===== src/design/pngu_ram.sv =====
// Generic single-port-write, single-port-read RAM with a registered read.
// No dependencies.
module pngu_ram #(
  parameter int WIDTH = 8,
  parameter int DEPTH = 256
) (
  input  logic                     clk,
  input  logic                     we,
  input  logic [$clog2(DEPTH)-1:0] waddr,
  input  logic [WIDTH-1:0]         wdata,
  input  logic [$clog2(DEPTH)-1:0] raddr,
  output logic [WIDTH-1:0]         rdata
);

  logic [WIDTH-1:0] mem [DEPTH];
  logic [WIDTH-1:0] rdata_r;

  always_ff @(posedge clk) begin
    if (we) begin
      mem[waddr] <= wdata;
    end
    rdata_r <= mem[raddr];
  end

  assign rdata = rdata_r;

endmodule


===== config.mk =====
export PLATFORM = sky130hd
export DESIGN_NAME = pngu_ram
export DESIGN_NICKNAME = d
export VERILOG_FILES = /design/src/design/pngu_ram.sv
export SDC_FILE = /design/constraint.sdc
export NUM_CORES = 2
export LEC_CHECK = 0
export BUFFER_PORTS_ARGS = -buffer_cell sky130_fd_sc_hd__buf_2
export CAP_MARGIN = 15
export CORE_AREA = 2 2 384 386
export DETAILED_ROUTE_END_ITERATION = 16
export DIE_AREA = 0 0 386 388
export PLACE_DENSITY = 0.69
export SYNTH_ARGS = -nofsm -noshare
export SYNTH_HDL_FRONTEND = slang
export SYNTH_SLANG_ARGS = --single-unit

===== constraint.sdc =====
create_clock -name clk -period 6.92 [get_ports clk]
set_clock_uncertainty 0.1 [all_clocks]
set_input_delay 1.384 -clock clk [delete_from_list [all_inputs] [get_ports clk]]
set_output_delay 1.384 -clock clk [all_outputs]
set_load 0.03 [all_outputs]

==> flow_metrics.tcl <==
set metrics [dict create \
    outcome "finished, final reports clean" \
    viasPerCell 6.56 \
    instances_no_fill 5904 \
    yosysWarnings 0 \
    cts.repair.resized 0 \
    hold_depth 6 \
    pwr-share-seq 0.548 \
    start_util 0.548 \
    antenna_left 0 \
    fin_crit_ns 4.47 \
    r2r_end "rdata[2]" \
    clk_latency_ns 0.83 \
    fin_util 0.604 \
    avgSynthCellArea_um2 21.3 \
    drt_iter0_markers 5176 \
    ys_seq_area_frac 0.775 \
    dp_hpwl_um 113000 \
    grt_use_total 0.254 \
    area_delta_synth_final_pct 10.3 \
    fp-row-count 140 \
    swShare 0.214 \
    dp_slack_ns 1.61 \
    end_kind "flip-flop" \
    fin_setup_tns_ns 0 \
    placed_cells 5541 \
    fmax_ghz 0.224 \
    drv_slew 0 \
    die_area_mm2 0.150 \
    synth_cell_types 55 \
    grt_pass1_wl_um 271000 \
    syn_inst 3733 \
    numClockSinks 2056 \
    io_pins 34 \
    worstRegToRegCells 5 \
    vias 38700 \
    critPathKind "in2reg" \
    antenna_found_initial 18 \
    synth_ff_type "edfxtp_1" \
    cts_buffers 195 \
    die_width_um 386 \
    intPower_mw 19.7 \
    clk_path_buf_depth 3 \
    drc 0 \
    clockPowerShare 0.404 \
    cellLeakagePower_nw 26.9 \
    pwr-share-comb 0.048 \
    cts_tree "yes" \
    clk_pin_slew_ns 0.07 \
    p_switching_mw 5.38 \
    drtPass1Iterations 6 \
    endpoint "rdata[5]" \
    drive_above_1_share 0.216 \
    grt_overflow 0 \
    coreArea_mm2 0.145 \
    postCtsSetupBuffers 0 \
    r2r_start "mem[83][2]" \
    netlist_area_mm2 0.0796 \
    cp_data_required_time_ns 7.49 \
    power.density_mw_per_mm2 286 \
    drt_wl_total_um 189000 \
    synth_edf_count 2048 \
    cts-root-buf "clkbuf_16" \
    nets 3847 \
    relSlewSlack 0.116 \
    ir_drop_v 0.000226 \
    hp-class "reg2reg" \
    power_mw 25.1 \
    critPathMaxFanout 51 \
    holdBufCountCts 0 \
    rsz0062_at_grt "no" \
    ff2ff_setup_slack_ns 3.84 \
    wl_per_cell_um 32.0 \
    cap_violations 0 \
    crit_start "raddr[0]" \
    first_global_vias 38200 \
    globalplace.congestion 0.869 \
    cts.htree.levels 4 \
    async_flop_share 0 \
    hold_viol 0 \
    critPathLaunchType "input pin" \
    die_y_um 388 \
    fin_ws_ns 2.45 \
    finalCritPeriodShare 0.646 \
    ys_seq_elements 2056 \
    io_buffers 33 \
    max_slew.worst_pin.slew_ns 1.31 \
    crit_arrival_ns 5.04 \
    synth.net_count 3759 \
    grt_max_degree 180 \
    setup_viol 0 \
]
[power by group through the flow]
stage	Clock [mW]	Sequential [mW]	Combinational, mW
final	10.2	13.8	1.21
after global routing	10.7	13.8	1.27
after CTS	10.3	13.8	1.21
after detailed placement	0	14.0	1.21
after global placement	0	14.0	1.19
after floorplan	0	14.0	0.667
[critical path, cell delays in order]
cell,delay [ns]
buf_8,0.59
buf_12,0.28
buf_4,0.38
mux4_2,0.55
a22o_1,0.29
a221oi_1,0.60
o32ai_1,0.21
nor3_1,0.55
nor4_1,0.14
[placed cells by master, fill, tap and decap left out, types with 33 or more instances in the layout]
master | Yosys | routed
mux2i_1 | 134 | 134
buf_4 | 27 | 78
clkbuf_1 | 111 | 59
o221ai_1 | 46 | 46
nand2_1 | 33 | 33
clkbuf_16 | 0 | 197
nand3_1 | 34 | 34
edfxtp_1 | 2048 | 2048
nor2_1 | 282 | 279
mux4_2 | 454 | 454
clkinv_1 | 1 | 37
a22oi_1 | 133 | 133
a21oi_1 | 96 | 96
clkinv_2 | 0 | 33
[flip-flops by register name, summed over array words and instances, names as in the netlist]
signal and flops:
rdata 8, mem 2048
[final cells by class]
cell class | count | area (um2)
sequential | 2056 | 61700
fill | 9915 | 57500
multi-input combinational | 1442 | 16500
clock buffer | 261 | 5220
tap | 1917 | 2400
timing repair buffer | 124 | 1120
clock inverter | 97 | 836
antenna | 5 | 12.5
inverter | 2 | 7.51
[synthesized netlist by cell type, drive strengths merged, types with 10 or more instances]
master  count  share of area
nor2      282          0.013
o22ai      28         0.0022
a21oi      96         0.0060
o211ai     10        0.00094
nand4      10        0.00079
nand3      34         0.0021
o21ai      12        0.00075
mux4      456           0.13
nor4       27         0.0024
nand2      33         0.0016
mux2i     134          0.017
o221ai     47         0.0053
nor3       22         0.0014
buf       122          0.013
a211oi     16         0.0015
a221oi     14         0.0016
edfxtp   2048           0.77
nor2b      31         0.0024
a22oi     133          0.013
clkbuf    111         0.0052
[worst min path at each step]
stage / startpoint / end / slack [ns]
2_1_floorplan: mem[40][3] / rdata[3] / 0.67
3_3_place_gp: mem[20][6] / rdata[6] / 0.87
3_5_place_dp: mem[33][5] / rdata[5] / 0.83
4_1_cts: mem[33][5] / rdata[5] / 0.88
5_1_grt: mem[33][5] / rdata[5] / 0.91
6_report: mem[33][5] / rdata[5] / 0.88
[cell families after synthesis]
family / synth area share
DFF: 0.775
muxes: 0.146
and+or+nand+nor: 0.0263
AOI/OAI and AO/OA: 0.0342
buffers and inverters: 0.0183
[metrics by stage]
step,hold WS (ns),cell area [um2]
after global routing,0.908,87700
after detailed placement,0.833,81700
after global placement,0.866,81700
after floorplan,0.670,79600
final,0.882,87700
after CTS,0.879,87700
[per-layer routing]
layer  global-route usage  up-vias  part of all wire
li1                     -    15900                 -
met1                0.371    20300              0.39
met2                0.384     2193              0.47
met3               0.0621      340              0.11
met4               0.0761       18             0.029
met5                    0        -           0.00061
Note: power is estimated with default switching activity, not from simulation.
