==> src/design/pngu_pkg.sv <==
// Package for the PNG scanline unfilter: register indexes, filter and status
// codes, image format types and the format decode function.
// No dependencies.
package pngu_pkg;

  localparam int MAX_WIDTH     = 1024;
  localparam int MAX_ROW_BYTES = 8192;
  localparam int ROW_LEN_W     = $clog2(MAX_ROW_BYTES + 1);
  localparam int ROW_ADDR_W    = $clog2(MAX_ROW_BYTES);
  localparam int CFG_DATA_W    = 16;

  typedef enum logic [1:0] {
    REG_IMAGE_WIDTH  = 2'd0,
    REG_IMAGE_HEIGHT = 2'd1,
    REG_BIT_DEPTH    = 2'd2,
    REG_COLOR_TYPE   = 2'd3
  } cfg_reg_t;

  typedef enum logic [1:0] {
    ST_OK         = 2'd0,
    ST_BAD_FILTER = 2'd1,
    ST_BAD_FORMAT = 2'd2
  } status_t;

  localparam logic [7:0] FLT_NONE  = 8'd0;
  localparam logic [7:0] FLT_SUB   = 8'd1;
  localparam logic [7:0] FLT_UP    = 8'd2;
  localparam logic [7:0] FLT_AVG   = 8'd3;
  localparam logic [7:0] FLT_PAETH = 8'd4;

  localparam logic [2:0] CT_GRAY       = 3'd0;
  localparam logic [2:0] CT_RGB        = 3'd2;
  localparam logic [2:0] CT_PALETTE    = 3'd3;
  localparam logic [2:0] CT_GRAY_ALPHA = 3'd4;
  localparam logic [2:0] CT_RGBA       = 3'd6;

  // Row geometry decoded from the format registers.
  typedef struct packed {
    logic [3:0]           bpp;
    logic [ROW_LEN_W-1:0] row_len;
    logic [15:0]          height;
    logic                 fmt_bad;
  } fmt_t;

  function automatic fmt_t fmt_decode(input logic [10:0] width,
                                      input logic [15:0] height,
                                      input logic [4:0]  depth,
                                      input logic [2:0]  ctype);
    logic [10:0] w;
    logic [6:0]  bits;
    logic        low;
    logic        d8or16;
    logic [17:0] prod;
    logic [14:0] row;
    fmt_t        f;
    w = width;
    if (width == 11'd0) begin
      w = 11'd1;
    end else if (width > 11'(MAX_WIDTH)) begin
      w = 11'(MAX_WIDTH);
    end
    low    = (depth == 5'd1) || (depth == 5'd2) || (depth == 5'd4) || (depth == 5'd8);
    d8or16 = (depth == 5'd8) || (depth == 5'd16);
    bits   = 7'd0;
    unique case (ctype)
      CT_GRAY:       bits = (low || depth == 5'd16) ? {2'b00, depth} : 7'd0;
      CT_RGB:        bits = d8or16 ? 7'({2'b00, depth} * 7'd3) : 7'd0;
      CT_PALETTE:    bits = low ? {2'b00, depth} : 7'd0;
      CT_GRAY_ALPHA: bits = d8or16 ? {1'b0, depth, 1'b0} : 7'd0;
      CT_RGBA:       bits = d8or16 ? {depth, 2'b00} : 7'd0;
      default:       bits = 7'd0;
    endcase
    f.fmt_bad = (bits == 7'd0);
    if (f.fmt_bad) begin
      bits = 7'd8;
    end
    f.bpp  = (bits < 7'd8) ? 4'd1 : bits[6:3];
    prod   = {7'b0, w} * {11'b0, bits};
    row    = 15'((prod + 18'd7) >> 3);
    f.row_len = (row > 15'(MAX_ROW_BYTES)) ? ROW_LEN_W'(MAX_ROW_BYTES)
                                           : ROW_LEN_W'(row);
    f.height  = (height == 16'd0) ? 16'd1 : height;
    return f;
  endfunction

endpackage

==> src/design/pngu_cfg.sv <==
// Configuration registers of the PNG scanline unfilter and the registered
// row geometry decoded from them. Depends on pngu_pkg.
module pngu_cfg
  import pngu_pkg::*;
(
  input  logic                  clk,
  input  logic                  rst_n,
  input  logic                  cfg_we,
  input  cfg_reg_t              cfg_index,
  input  logic [CFG_DATA_W-1:0] cfg_wdata,
  output fmt_t                  fmt
);

  logic [10:0] width_r,  width_nxt;
  logic [15:0] height_r, height_nxt;
  logic [4:0]  depth_r,  depth_nxt;
  logic [2:0]  ctype_r,  ctype_nxt;
  fmt_t        fmt_r;

  always_comb begin
    width_nxt  = width_r;
    height_nxt = height_r;
    depth_nxt  = depth_r;
    ctype_nxt  = ctype_r;
    if (cfg_we) begin
      unique case (cfg_index)
        REG_IMAGE_WIDTH:  width_nxt  = cfg_wdata[10:0];
        REG_IMAGE_HEIGHT: height_nxt = cfg_wdata[15:0];
        REG_BIT_DEPTH:    depth_nxt  = cfg_wdata[4:0];
        REG_COLOR_TYPE:   ctype_nxt  = cfg_wdata[2:0];
      endcase
    end
  end

  // Decode from the next values so a write is in effect for the very next byte.
  always_ff @(posedge clk) begin
    if (!rst_n) begin
      width_r  <= 11'd1;
      height_r <= 16'd1;
      depth_r  <= 5'd8;
      ctype_r  <= CT_RGBA;
      fmt_r    <= fmt_decode(11'd1, 16'd1, 5'd8, CT_RGBA);
    end else begin
      width_r  <= width_nxt;
      height_r <= height_nxt;
      depth_r  <= depth_nxt;
      ctype_r  <= ctype_nxt;
      fmt_r    <= fmt_decode(width_nxt, height_nxt, depth_nxt, ctype_nxt);
    end
  end

  assign fmt = fmt_r;

endmodule

==> config.mk <==
export PLATFORM = sky130hd
export DESIGN_NAME = pngu_cfg
export DESIGN_NICKNAME = d
export VERILOG_FILES = /design/src/design/pngu_pkg.sv /design/src/design/pngu_cfg.sv
export SDC_FILE = /design/constraint.sdc
export NUM_CORES = 1
export LEC_CHECK = 0
export ABC_AREA = 1
export BUFFER_PORTS_ARGS = -buffer_cell sky130_fd_sc_hd__buf_2
export CORE_ASPECT_RATIO = 2
export CORE_MARGIN = 5
export CORE_UTILIZATION = 50
export CTS_CLUSTER_DIAMETER = 40
export CTS_CLUSTER_SIZE = 12
export DETAILED_ROUTE_END_ITERATION = 10
export PLACE_DENSITY = 0.69
export SYNTH_ARGS = -nofsm -noshare
export SYNTH_HDL_FRONTEND = slang
export SYNTH_SLANG_ARGS = --single-unit
==> constraint.sdc <==
create_clock -name clk -period 11.9 [get_ports clk]
set_input_delay 1.785 -clock clk [delete_from_list [all_inputs] [get_ports clk]]
set_output_delay 1.785 -clock clk [all_outputs]
set_load 0.05 [all_outputs]
==> out/metrics.yaml, run 1 <==
outcome:
  status: "finished, final reports clean"
clock_tree:
  post_cts_buffers: 0
  clock_sinks: 70
  clkTransAtPathRegs_ps: 60
  cts_resized: 0
  cts_tree: "done"
  worstSkewPairLatency_ps: 340
  numCtsBuffers: 9
  root_buffer: "clkbuf_16"
  hold_buffers: 0
  cts.htree.levels: 3
  clockBufferDepth: 2
worst_hold_path:
  hp-class: "reg2reg"
timing:
  fin_tns_setup_ps: 0
  grt_setup_unrepaired: "false"
  skew_ps: 8.93
  maxSlewHeadroom_pct: 31.9
  fin_hold_ws_ps: 489
  finalSetupViolations: 0
  hold_viol: 0
  worst_pin_slew_ps: 1020
  period_needed_ps: 9440
  finalMaxSlewViolations: 0
  max_freq_ghz: 0.106
  fin_crit_sh_pct: 79.3
synth:
  synth_nets: 850
  yosys.area_share.adder_pct: 27.7
  avgSynthCellArea_sq_um: 7.52
  yosysWarnings: 0
  ys_seq_area_share_pct: 25.4
  synth-simple-area-share_pct: 26.7
  synth_top_family_by_area: "adder cells"
  async_reset_ff_share_pct: 0
  yosys-mux-area-fraction_pct: 1.99
  synth_compound_area_share_pct: 6.00
  synth_cells: 735
  synth-seq-cells: 70
  synth_cell_types: 38
  netlist_area_sq_um: 5530
  synth_ff_type: "dfxtp_1"
  synth_xor_xnor_area_share_pct: 1.43
  synth_edf_count: 0
global_route:
  grt.met3_usage_pct: 3.37
  met1_usage_pct: 20.0
  grt_pass1_vias: 5194
  antenna_found_initial: 0
  track_usage_pct: 22.1
  grt_max_degree: 26
  grt.overflow.total: 0
  grt_busiest_layer: "met2"
  grt_pass1_wl_mm: 23.7
  grtUsageMet2_pct: 43.0
route:
  drt-vias-per-instance: 5.21
  vias: 4879
  antenna_left: 0
  drc: 0
  first_pass_iters: 4
  wire_per_inst_um: 15.3
  drtIter0Drc: 226
  drt_wl_total_mm: 14.3
die:
  start_util_pct: 50.8
  die_y_um: 159
  io_pins: 56
  dieArea_sq_um: 13400
  num_rows: 54
  die_w_um: 84.4
  coreArea_sq_um: 10900
power_and_ir_drop:
  p_leak_nw: 3.53
  irDropWorstVdd_v: 0.000100
  power.density_nw_per_um2: 120
worst_setup_path:
  r2r_slack_ps: 4330
  cp_data_arrival_time_ps: 9720
  cpMostUsedCell: "nand2_1"
  cp-start-kind: "input port"
  end_kind: "flip-flop"
  cp_max_fo: 13
  cp.required_ps: 12180
  max_stage_delay_ps: 560
  critical_path_class: "in2reg"
  slowest_stage: "o21ai_0"
run:
  max_cap_viol_count: 0
layout:
  antenna_cells: 0
  drive_gt1_share_pct: 13.8
  nNetsFinal: 906
  areaGrowthSynthToFinish_pct: 12.8
placed_design:
  io_buffers: 55
  place.gp.congestion: 1.03
  hpwl_mm: 11.8
-- per-stage QoR --
step                      cells  setup WS [ps]  area (sq um)  power, mW  util [%]
after floorplan             735           3900          5530      0.418         -
after global placement      920           2380          5930      0.471      54.5
after detailed placement    920           2210          5930      0.473      54.5
after CTS                   936           2520          6240      0.753      57.3
after global routing        936           1620          6240      0.790      57.3
final                       936           2460          6240      0.750      57.3
-- area by class of cell --
class	count	area [sq um]
Inverter	142	533
Clock inverter	6	71.3
Sequential cell	70	1400
Fill cell	1025	4640
Tap cell	140	175
Clock buffer	10	239
Multi-Input combinational cell	511	3530
Timing Repair Buffer	57	290
-- layer usage --
metal  vias up  wire length [um]
met3        63               600
met1      2288              4660
met5         -                 0
met4         0              1000
li1       2373                 -
met2       155              8040
-- Yosys cell counts, drive strengths merged, types with 5 or more instances --
| master | number | area share (%) |
|---|---|---|
| nor2 | 139 | 9.7 |
| ha | 47 | 11 |
| nand4 | 9 | 1.0 |
| a21oi | 24 | 2.2 |
| o21ai | 22 | 2.4 |
| fa | 47 | 17 |
| inv | 142 | 9.6 |
| nand2 | 144 | 10 |
| clkbuf | 8 | 0.54 |
| xor2 | 5 | 0.79 |
| nand3 | 28 | 3.3 |
| mux2i | 11 | 2.0 |
| dfxtp | 70 | 25 |
| nor3 | 8 | 1.0 |
| nand3b | 10 | 1.4 |
-- worst max-delay path: cells and delay by family --
family | cells | cell delay [ps]
adder cells (fa/ha/maj) | 6 | 2470
AND/OR/NAND/NOR | 19 | 2550
buffers and inverters | 8 | 790
AO/OA/AOI/OAI | 6 | 1860
XOR/XNOR | 1 | 250
-- layout by cell type (no fill, tap or decap), drive strengths merged, types with 9 or more instances in the layout --
master  count
mux2i      11
inv       142
dfxtp      70
clkbuf     10
ha         47
a21oi      24
o21ai      22
nand2     144
fa         47
nand3      28
nand3b     10
nand4       9
buf        57
nor2      139
-- final timing paths --
| check | start | to | depth (start not counted) |
|---|---|---|---|
| hold / removal | height_r[0]$_SDFF_PN1_ | height_r[0]$_SDFF_PN1_ | 2 |
| setup reg to reg | depth_r[3]$_SDFF_PN1_ | fmt[21]$_SDFF_PP0_ | 39 |
| hold reg to reg | height_r[0]$_SDFF_PN1_ | height_r[0]$_SDFF_PN1_ | 2 |
| setup / recovery | cfg_index[0] | fmt[21]$_SDFF_PP0_ | 40 |
-- state kept, by name, summed over array words and instances, names as in the netlist --
register	count
ctype_r	3
depth_r	5
fmt	35
height_r	16
width_r	11
-- report_power, final --
| group | switching [mW] | leakage (nW) | internal [mW] |
|---|---|---|---|
| Combinational | 0.153 | 2.81 | 0.0636 |
| Clock | 0.112 | 0.145 | 0.169 |
| Sequential | 0.00341 | 0.572 | 0.249 |
| Total | 0.269 | 3.53 | 0.481 |
-- logic make-up after synthesis --
family | after synthesis
simple gates | 341
buf+inv | 154
fa+ha+maj | 94
flops | 70
compound gates | 56
mux | 11
xor+xnor | 9
Note: power is estimated with default switching activity, not from simulation.
==> run 2: changes to the inputs <==
- ABC_AREA: 1 -> 0
- PLACE_DENSITY: 0.69 -> 0.72
- clock period: 11.9 -> 8.2 ns (I/O delays scaled with it)
==> run 2 against run 1 <==
Effect of this change: largest cell class unchanged; final area is 29% higher; the flow now finishes with violations (negative setup slack); global-route usage is 5.8 points higher; first-iteration DRC count is 18% higher; hold slack worse by 12 ps; critical path type unchanged.
==> out/metrics.yaml, run 2 <==
outcome:
  status: "complete, but fails checks"
  violations: "negative setup slack"
worst_setup_path:
  r2r_end: "fmt[26]$_SDFF_PP0_"
  crit_end: "fmt[26]$_SDFF_PP0_"
  path_depth: 32
  slowest_stage: "fa_1"
  crit_family: "adder cells"
  cp.required_ps: 8470
  cpMostUsedCell: "buf_6"
  end_kind: "flip-flop"
  cp_max_fo: 7
  cp-start-kind: "input port"
  cp_data_arrival_time_ps: 8480
  crit_start: "cfg_index[0]"
  critical_path_class: "in2reg"
  max_stage_delay_ps: 550
  r2r_slack_ps: 980
  path_buf_inv: 11
  r2r-start: "depth_r[2]$_SDFF_PN0_"
  reg2regPathDepth: 29
layout:
  design_area_sq_um: 8050
  drive_gt1_share_pct: 34.3
  areaGrowthSynthToFinish_pct: 37.5
  nNetsFinal: 994
  instances_no_fill: 1029
  fillCellCount: 955
  largest_reg_flops: 35
  most-common-layout-cells: "buf_4, nor2_1, nand2_1"
  antenna_cells: 0
  final_common_cell: "buf_4"
route:
  antenna_left: 0
  drc: 0
  drtIter0Drc: 267
  first_pass_iters: 5
  drt_wl_total_mm: 19.4
  vias: 5898
  wire_per_inst_um: 18.8
  drt-vias-per-instance: 5.73
synth:
  synth_area_leader_cell: "dfxtp_1"
  yosys-top-cells-area: "dfxtp_1, fa_1, ha_1"
  ys_seq_area_share_pct: 23.9
  synthTopCellsByCount: "nor2_1, nand2_1, dfxtp_1"
  avgSynthCellArea_sq_um: 8.34
  yosysWarnings: 0
  synth_cells: 702
  async_reset_ff_share_pct: 0
  synth_edf_count: 0
  netlist_area_sq_um: 5860
  synth_nets: 817
  synth_ff_type: "dfxtp_1"
  netlist.area_leader.share_pct: 23.9
  yosysMostFrequentCell: "nor2_1"
  synth_cell_types: 67
  synth-seq-cells: 70
timing:
  skew_ps: 13.3
  grt_setup_unrepaired: "true"
  finalSetupViolations: 1
  maxSlewHeadroom_pct: 45.3
  period_needed_ps: 8210
  fin_tns_setup_ps: -9.93
  finalMaxSlewViolations: 0
  postLayoutSetupSlackWorst_ps: -9.93
  worst_pin_slew_ps: 820
  max_freq_ghz: 0.122
  hold_viol: 0
  fin_crit_sh_pct: 100
clock_tree:
  cts_tree: "done"
  numCtsBuffers: 9
  clockBufferDepth: 2
  worstSkewPairLatency_ps: 340
  cts.htree.levels: 3
  clock_sinks: 70
  clkTransAtPathRegs_ps: 70
  hold_buffers: 0
  root_buffer: "clkbuf_16"
die:
  io_pins: 56
  num_rows: 56
  dieArea_sq_um: 14100
  coreArea_sq_um: 11600
  die_w_um: 86.5
  start_util_pct: 50.4
  die_y_um: 163
global_route:
  grt_pass1_vias: 6370
  grt.overflow.total: 0
  antenna_found_initial: 0
  grt_pass1_wl_mm: 30.3
  grt_max_degree: 50
  track_usage_pct: 27.8
placed_design:
  place.gp.congestion: 0.993
  dpl_cell_area_sq_um: 7150
  hpwl_mm: 15.3
  dp_cells: 993
  io_buffers: 55
worst_hold_path:
  hp-class: "reg2reg"
power_and_ir_drop:
  irDropWorstVdd_v: 0.000151
  p_leak_nw: 3.83
  total_power_mw: 1.14
  power.density_nw_per_um2: 141
run:
  max_cap_viol_count: 0
==> run 2: cell count changes in the layout (fill, tap and decap cells not counted), moves of 8 or more <==
cell and delta:
a21oi_1 +20, mux2i_1 +8, nand2_1 -67, buf_6 +8, nand3b_1 -8, nor4_1 +13, nor2_1 -39, inv_1 -76
ha_1 -13, or2_2 +13, buf_4 +131, ha_4 +10, nand3_1 -9
==> run 2: worst register-to-register path, delay by kind of cell, from the launching register on <==
| family | cells | cell delay (ps) |
|---|---|---|
| AND/OR/NAND/NOR | 6 | 1420 |
| flip-flops | 1 | 340 |
| AO/OA/AOI/OAI | 7 | 1560 |
| multiplexers | 1 | 220 |
| buffers and inverters | 9 | 1060 |
| adder cells (fa/ha/maj) | 6 | 2520 |
==> run 2: power by group <==
group	total, mW	internal, mW	switching [mW]
combinational	0.391	0.164	0.227
clock	0.383	0.211	0.173
sequential	0.363	0.357	0.00592
total	1.14	0.732	0.406
==> run 2: what timing repair did <==
item | CTS | global route
setup endpoints to repair | 12 | 14
pin swaps | 31 | 50
resized for setup | 29 | 62
setup buffers | 11 | 9
==> run 2: worst min-delay path by stage <==
stage                                 start                      end  slack [ps]  cells after the start
finish              height_r[12]$_SDFF_PN0_       fmt[13]$_SDFF_PP0_         480                      2
floorplan            height_r[9]$_SDFF_PN0_       fmt[10]$_SDFF_PP0_         460                      2
CTS                 height_r[13]$_SDFF_PN0_  height_r[13]$_SDFF_PN0_         490                      2
detailed placement  height_r[13]$_SDFF_PN0_  height_r[13]$_SDFF_PN0_         480                      2
global route         height_r[1]$_SDFF_PN0_        fmt[2]$_SDFF_PP0_         500                      2
global placement     height_r[9]$_SDFF_PN0_   height_r[9]$_SDFF_PN0_         470                      2
==> run 2: logic make-up after synthesis <==
family	share of synthesized area, %
mux	5.19
compound gates	13.8
buf+inv	5.85
fa+ha+maj	26.1
flops	23.9
simple gates	23.2
xor+xnor	1.94
==> run 2: metal layers <==
layer	GRT usage [%]	routed length [um]	vias to the layer above
li1	-	-	2761
met1	24.5	6100	2832
met2	53.7	11000	220
met3	3.89	789	85
met4	21.4	1510	0
met5	0	0	-
==> run 2: area by class of cell <==
type / count / area [sq um] / share of cell area [%]
Clock buffer: 9 / 225 / 2.80
Clock inverter: 7 / 61.3 / 0.761
Inverter: 59 / 221 / 2.75
Multi-Input combinational cell: 544 / 4600 / 57.2
Sequential cell: 70 / 1400 / 17.4
Tap cell: 145 / 181 / 2.25
Timing Repair Buffer: 195 / 1360 / 16.9
==> run 2: per-stage QoR <==
| stage | worst slack (ps) | util [%] | hold slack [ps] |
|---|---|---|---|
| floorplan | 1.86 | - | 458 |
| global placement | -369 | 61.4 | 468 |
| detailed placement | -563 | 61.4 | 477 |
| CTS | -1.46 | 65.9 | 486 |
| global route | -185 | 69.2 | 501 |
| finish | -9.93 | 69.2 | 478 |
==> run 3: changes to the inputs <==
- CORE_UTILIZATION: 50 -> 40
- PLACE_DENSITY: 0.72 -> unset
==> run 3 against run 2 <==
Effect of this change: the flow now finishes without violations; die area is 23% higher; critical path type unchanged; combinational power is essentially flat; count of clock-buffer cells in the layout stayed put.
==> out/metrics.yaml, run 3 (synthesis gave the netlist of run 2 again) <==
outcome:
  status: "finished, final reports clean"
worst_setup_path:
  path_buf_inv: 10
  max_stage_delay_ps: 550
  cp_max_fo: 7
  critical_path_class: "in2reg"
  reg2regPathDepth: 28
  end_kind: "flip-flop"
  slowest_stage: "or4_4"
  path_depth: 31
  crit_family: "adder cells"
  cp-start-kind: "input port"
  cp.required_ps: 8470
  cp_data_arrival_time_ps: 8290
  cpMostUsedCell: "buf_6"
timing:
  maxSlewHeadroom_pct: 41.9
  fin_crit_sh_pct: 97.8
  fin_tns_setup_ps: 0
  worst_pin_slew_ps: 871
  max_freq_ghz: 0.125
  skew_ps: 10.6
  grt_setup_unrepaired: "true"
  period_needed_ps: 8020
  hold_viol: 0
  fin_hold_ws_ps: 486
  finalSetupViolations: 0
  finalMaxSlewViolations: 0
power_and_ir_drop:
  power.internal_uw: 734
  total_power_mw: 1.14
  p_leak_nw: 3.84
  p_comb_share_pct: 34.2
  power.density_nw_per_um2: 141
  irDropWorstVdd_v: 0.000121
  swShare_pct: 35.6
  p_seq_share_pct: 31.9
  clockPowerShare_pct: 33.9
  power.switching_uw: 407
layout:
  drive_gt1_share_pct: 34.6
  largest_reg_flops: 35
  nNetsFinal: 997
  areaGrowthSynthToFinish_pct: 38.1
  design_area_sq_um: 8090
  fin_util_pct: 56.4
  most-common-layout-cells: "buf_4, nor2_1, nand2_1"
  final_common_cell: "buf_4"
  antenna_cells: 0
route:
  drtIter0Drc: 213
  first_pass_iters: 4
  drc: 0
  drt-vias-per-instance: 5.47
  vias: 5903
  drt_wl_total_mm: 20.2
  antenna_left: 0
  wire_per_inst_um: 18.7
clock_tree:
  worstSkewPairLatency_ps: 340
  clock_sinks: 70
  numCtsBuffers: 9
  hold_buffers: 0
  cts.htree.levels: 3
  clkTransAtPathRegs_ps: 70
  root_buffer: "clkbuf_16"
  clockBufferDepth: 2
  cts_tree: "done"
die:
  io_pins: 56
  die_y_um: 181
  coreArea_sq_um: 14400
  num_rows: 62
  dieArea_sq_um: 17300
  start_util_pct: 40.8
  die_w_um: 95.6
placed_design:
  io_buffers: 55
  hpwl_mm: 16.4
  place.gp.congestion: 0.971
  dpl_cell_area_sq_um: 7260
global_route:
  grt_max_degree: 50
  grt_pass1_wl_mm: 31.9
  grt.overflow.total: 0
  antenna_found_initial: 0
  grt_pass1_vias: 6561
  track_usage_pct: 24.0
run:
  max_cap_viol_count: 0
worst_hold_path:
  hp-class: "reg2reg"
  min_path_cells: 2
[run 3: final cells by class]
| cell class | instances | area [sq um] |
|---|---|---|
| Fill cell | 1326 | 6260 |
| Multi-Input combinational cell | 544 | 4570 |
| Sequential cell | 70 | 1400 |
| Timing Repair Buffer | 198 | 1370 |
| Tap cell | 192 | 240 |
| Clock buffer | 9 | 225 |
| Inverter | 59 | 224 |
| Clock inverter | 7 | 61.3 |
[run 3: worst reg2reg max path: cells and delay by family (launching register included)]
| family | cells | cell delay [ps] |
|---|---|---|
| buf+inv | 8 | 780 |
| flops | 1 | 330 |
| simple gates | 5 | 1210 |
| mux | 1 | 250 |
| compound gates | 8 | 2090 |
| fa+ha+maj | 6 | 2250 |
[run 3: per-stage QoR]
stage	instances	worst slack, ps
floorplan	702	1.86
global placement	1048	-723
detailed placement	1048	-889
CTS	1069	15.6
global route	1079	-60.8
finish	1079	182
[run 3: power groups by stage]
stage          Clock, mW  Sequential [mW]  Combinational (mW)
5_1_grt            0.408            0.365               0.419
2_1_floorplan          0            0.410               0.160
3_5_place_dp           0            0.372               0.339
3_3_place_gp           0            0.371               0.337
4_1_cts            0.395            0.364               0.369
6_report           0.387            0.364               0.390
[run 3: routing by layer]
metal / GRT usage, % / vias up / routed length, um
met4: 20.8 / 0 / 1980
met3: 3.41 / 105 / 707
met2: 46.0 / 188 / 11400
met5: 0 / - / 0
li1: - / 2768 / -
met1: 19.9 / 2842 / 6070
[run 3: path summary, 6_finish.rpt]
kind | start | end | slack (ps)
worst max-delay path | cfg_index[0] | fmt[24]$_SDFF_PP0_ | 180
worst min-delay path | height_r[1]$_SDFF_PN0_ | height_r[1]$_SDFF_PN0_ | 490
worst max register to register | depth_r[3]$_SDFF_PN1_ | fmt[24]$_SDFF_PP0_ | 1210
worst min register to register | height_r[1]$_SDFF_PN0_ | height_r[1]$_SDFF_PN0_ | 490
[run 3: repair_timing]
item	in CTS	in global routing
pin swaps	36	41
gates resized for setup	44	43
endpoints found under the hold margin	0	0
endpoints found under the setup margin	14	14
setup buffers	5	10
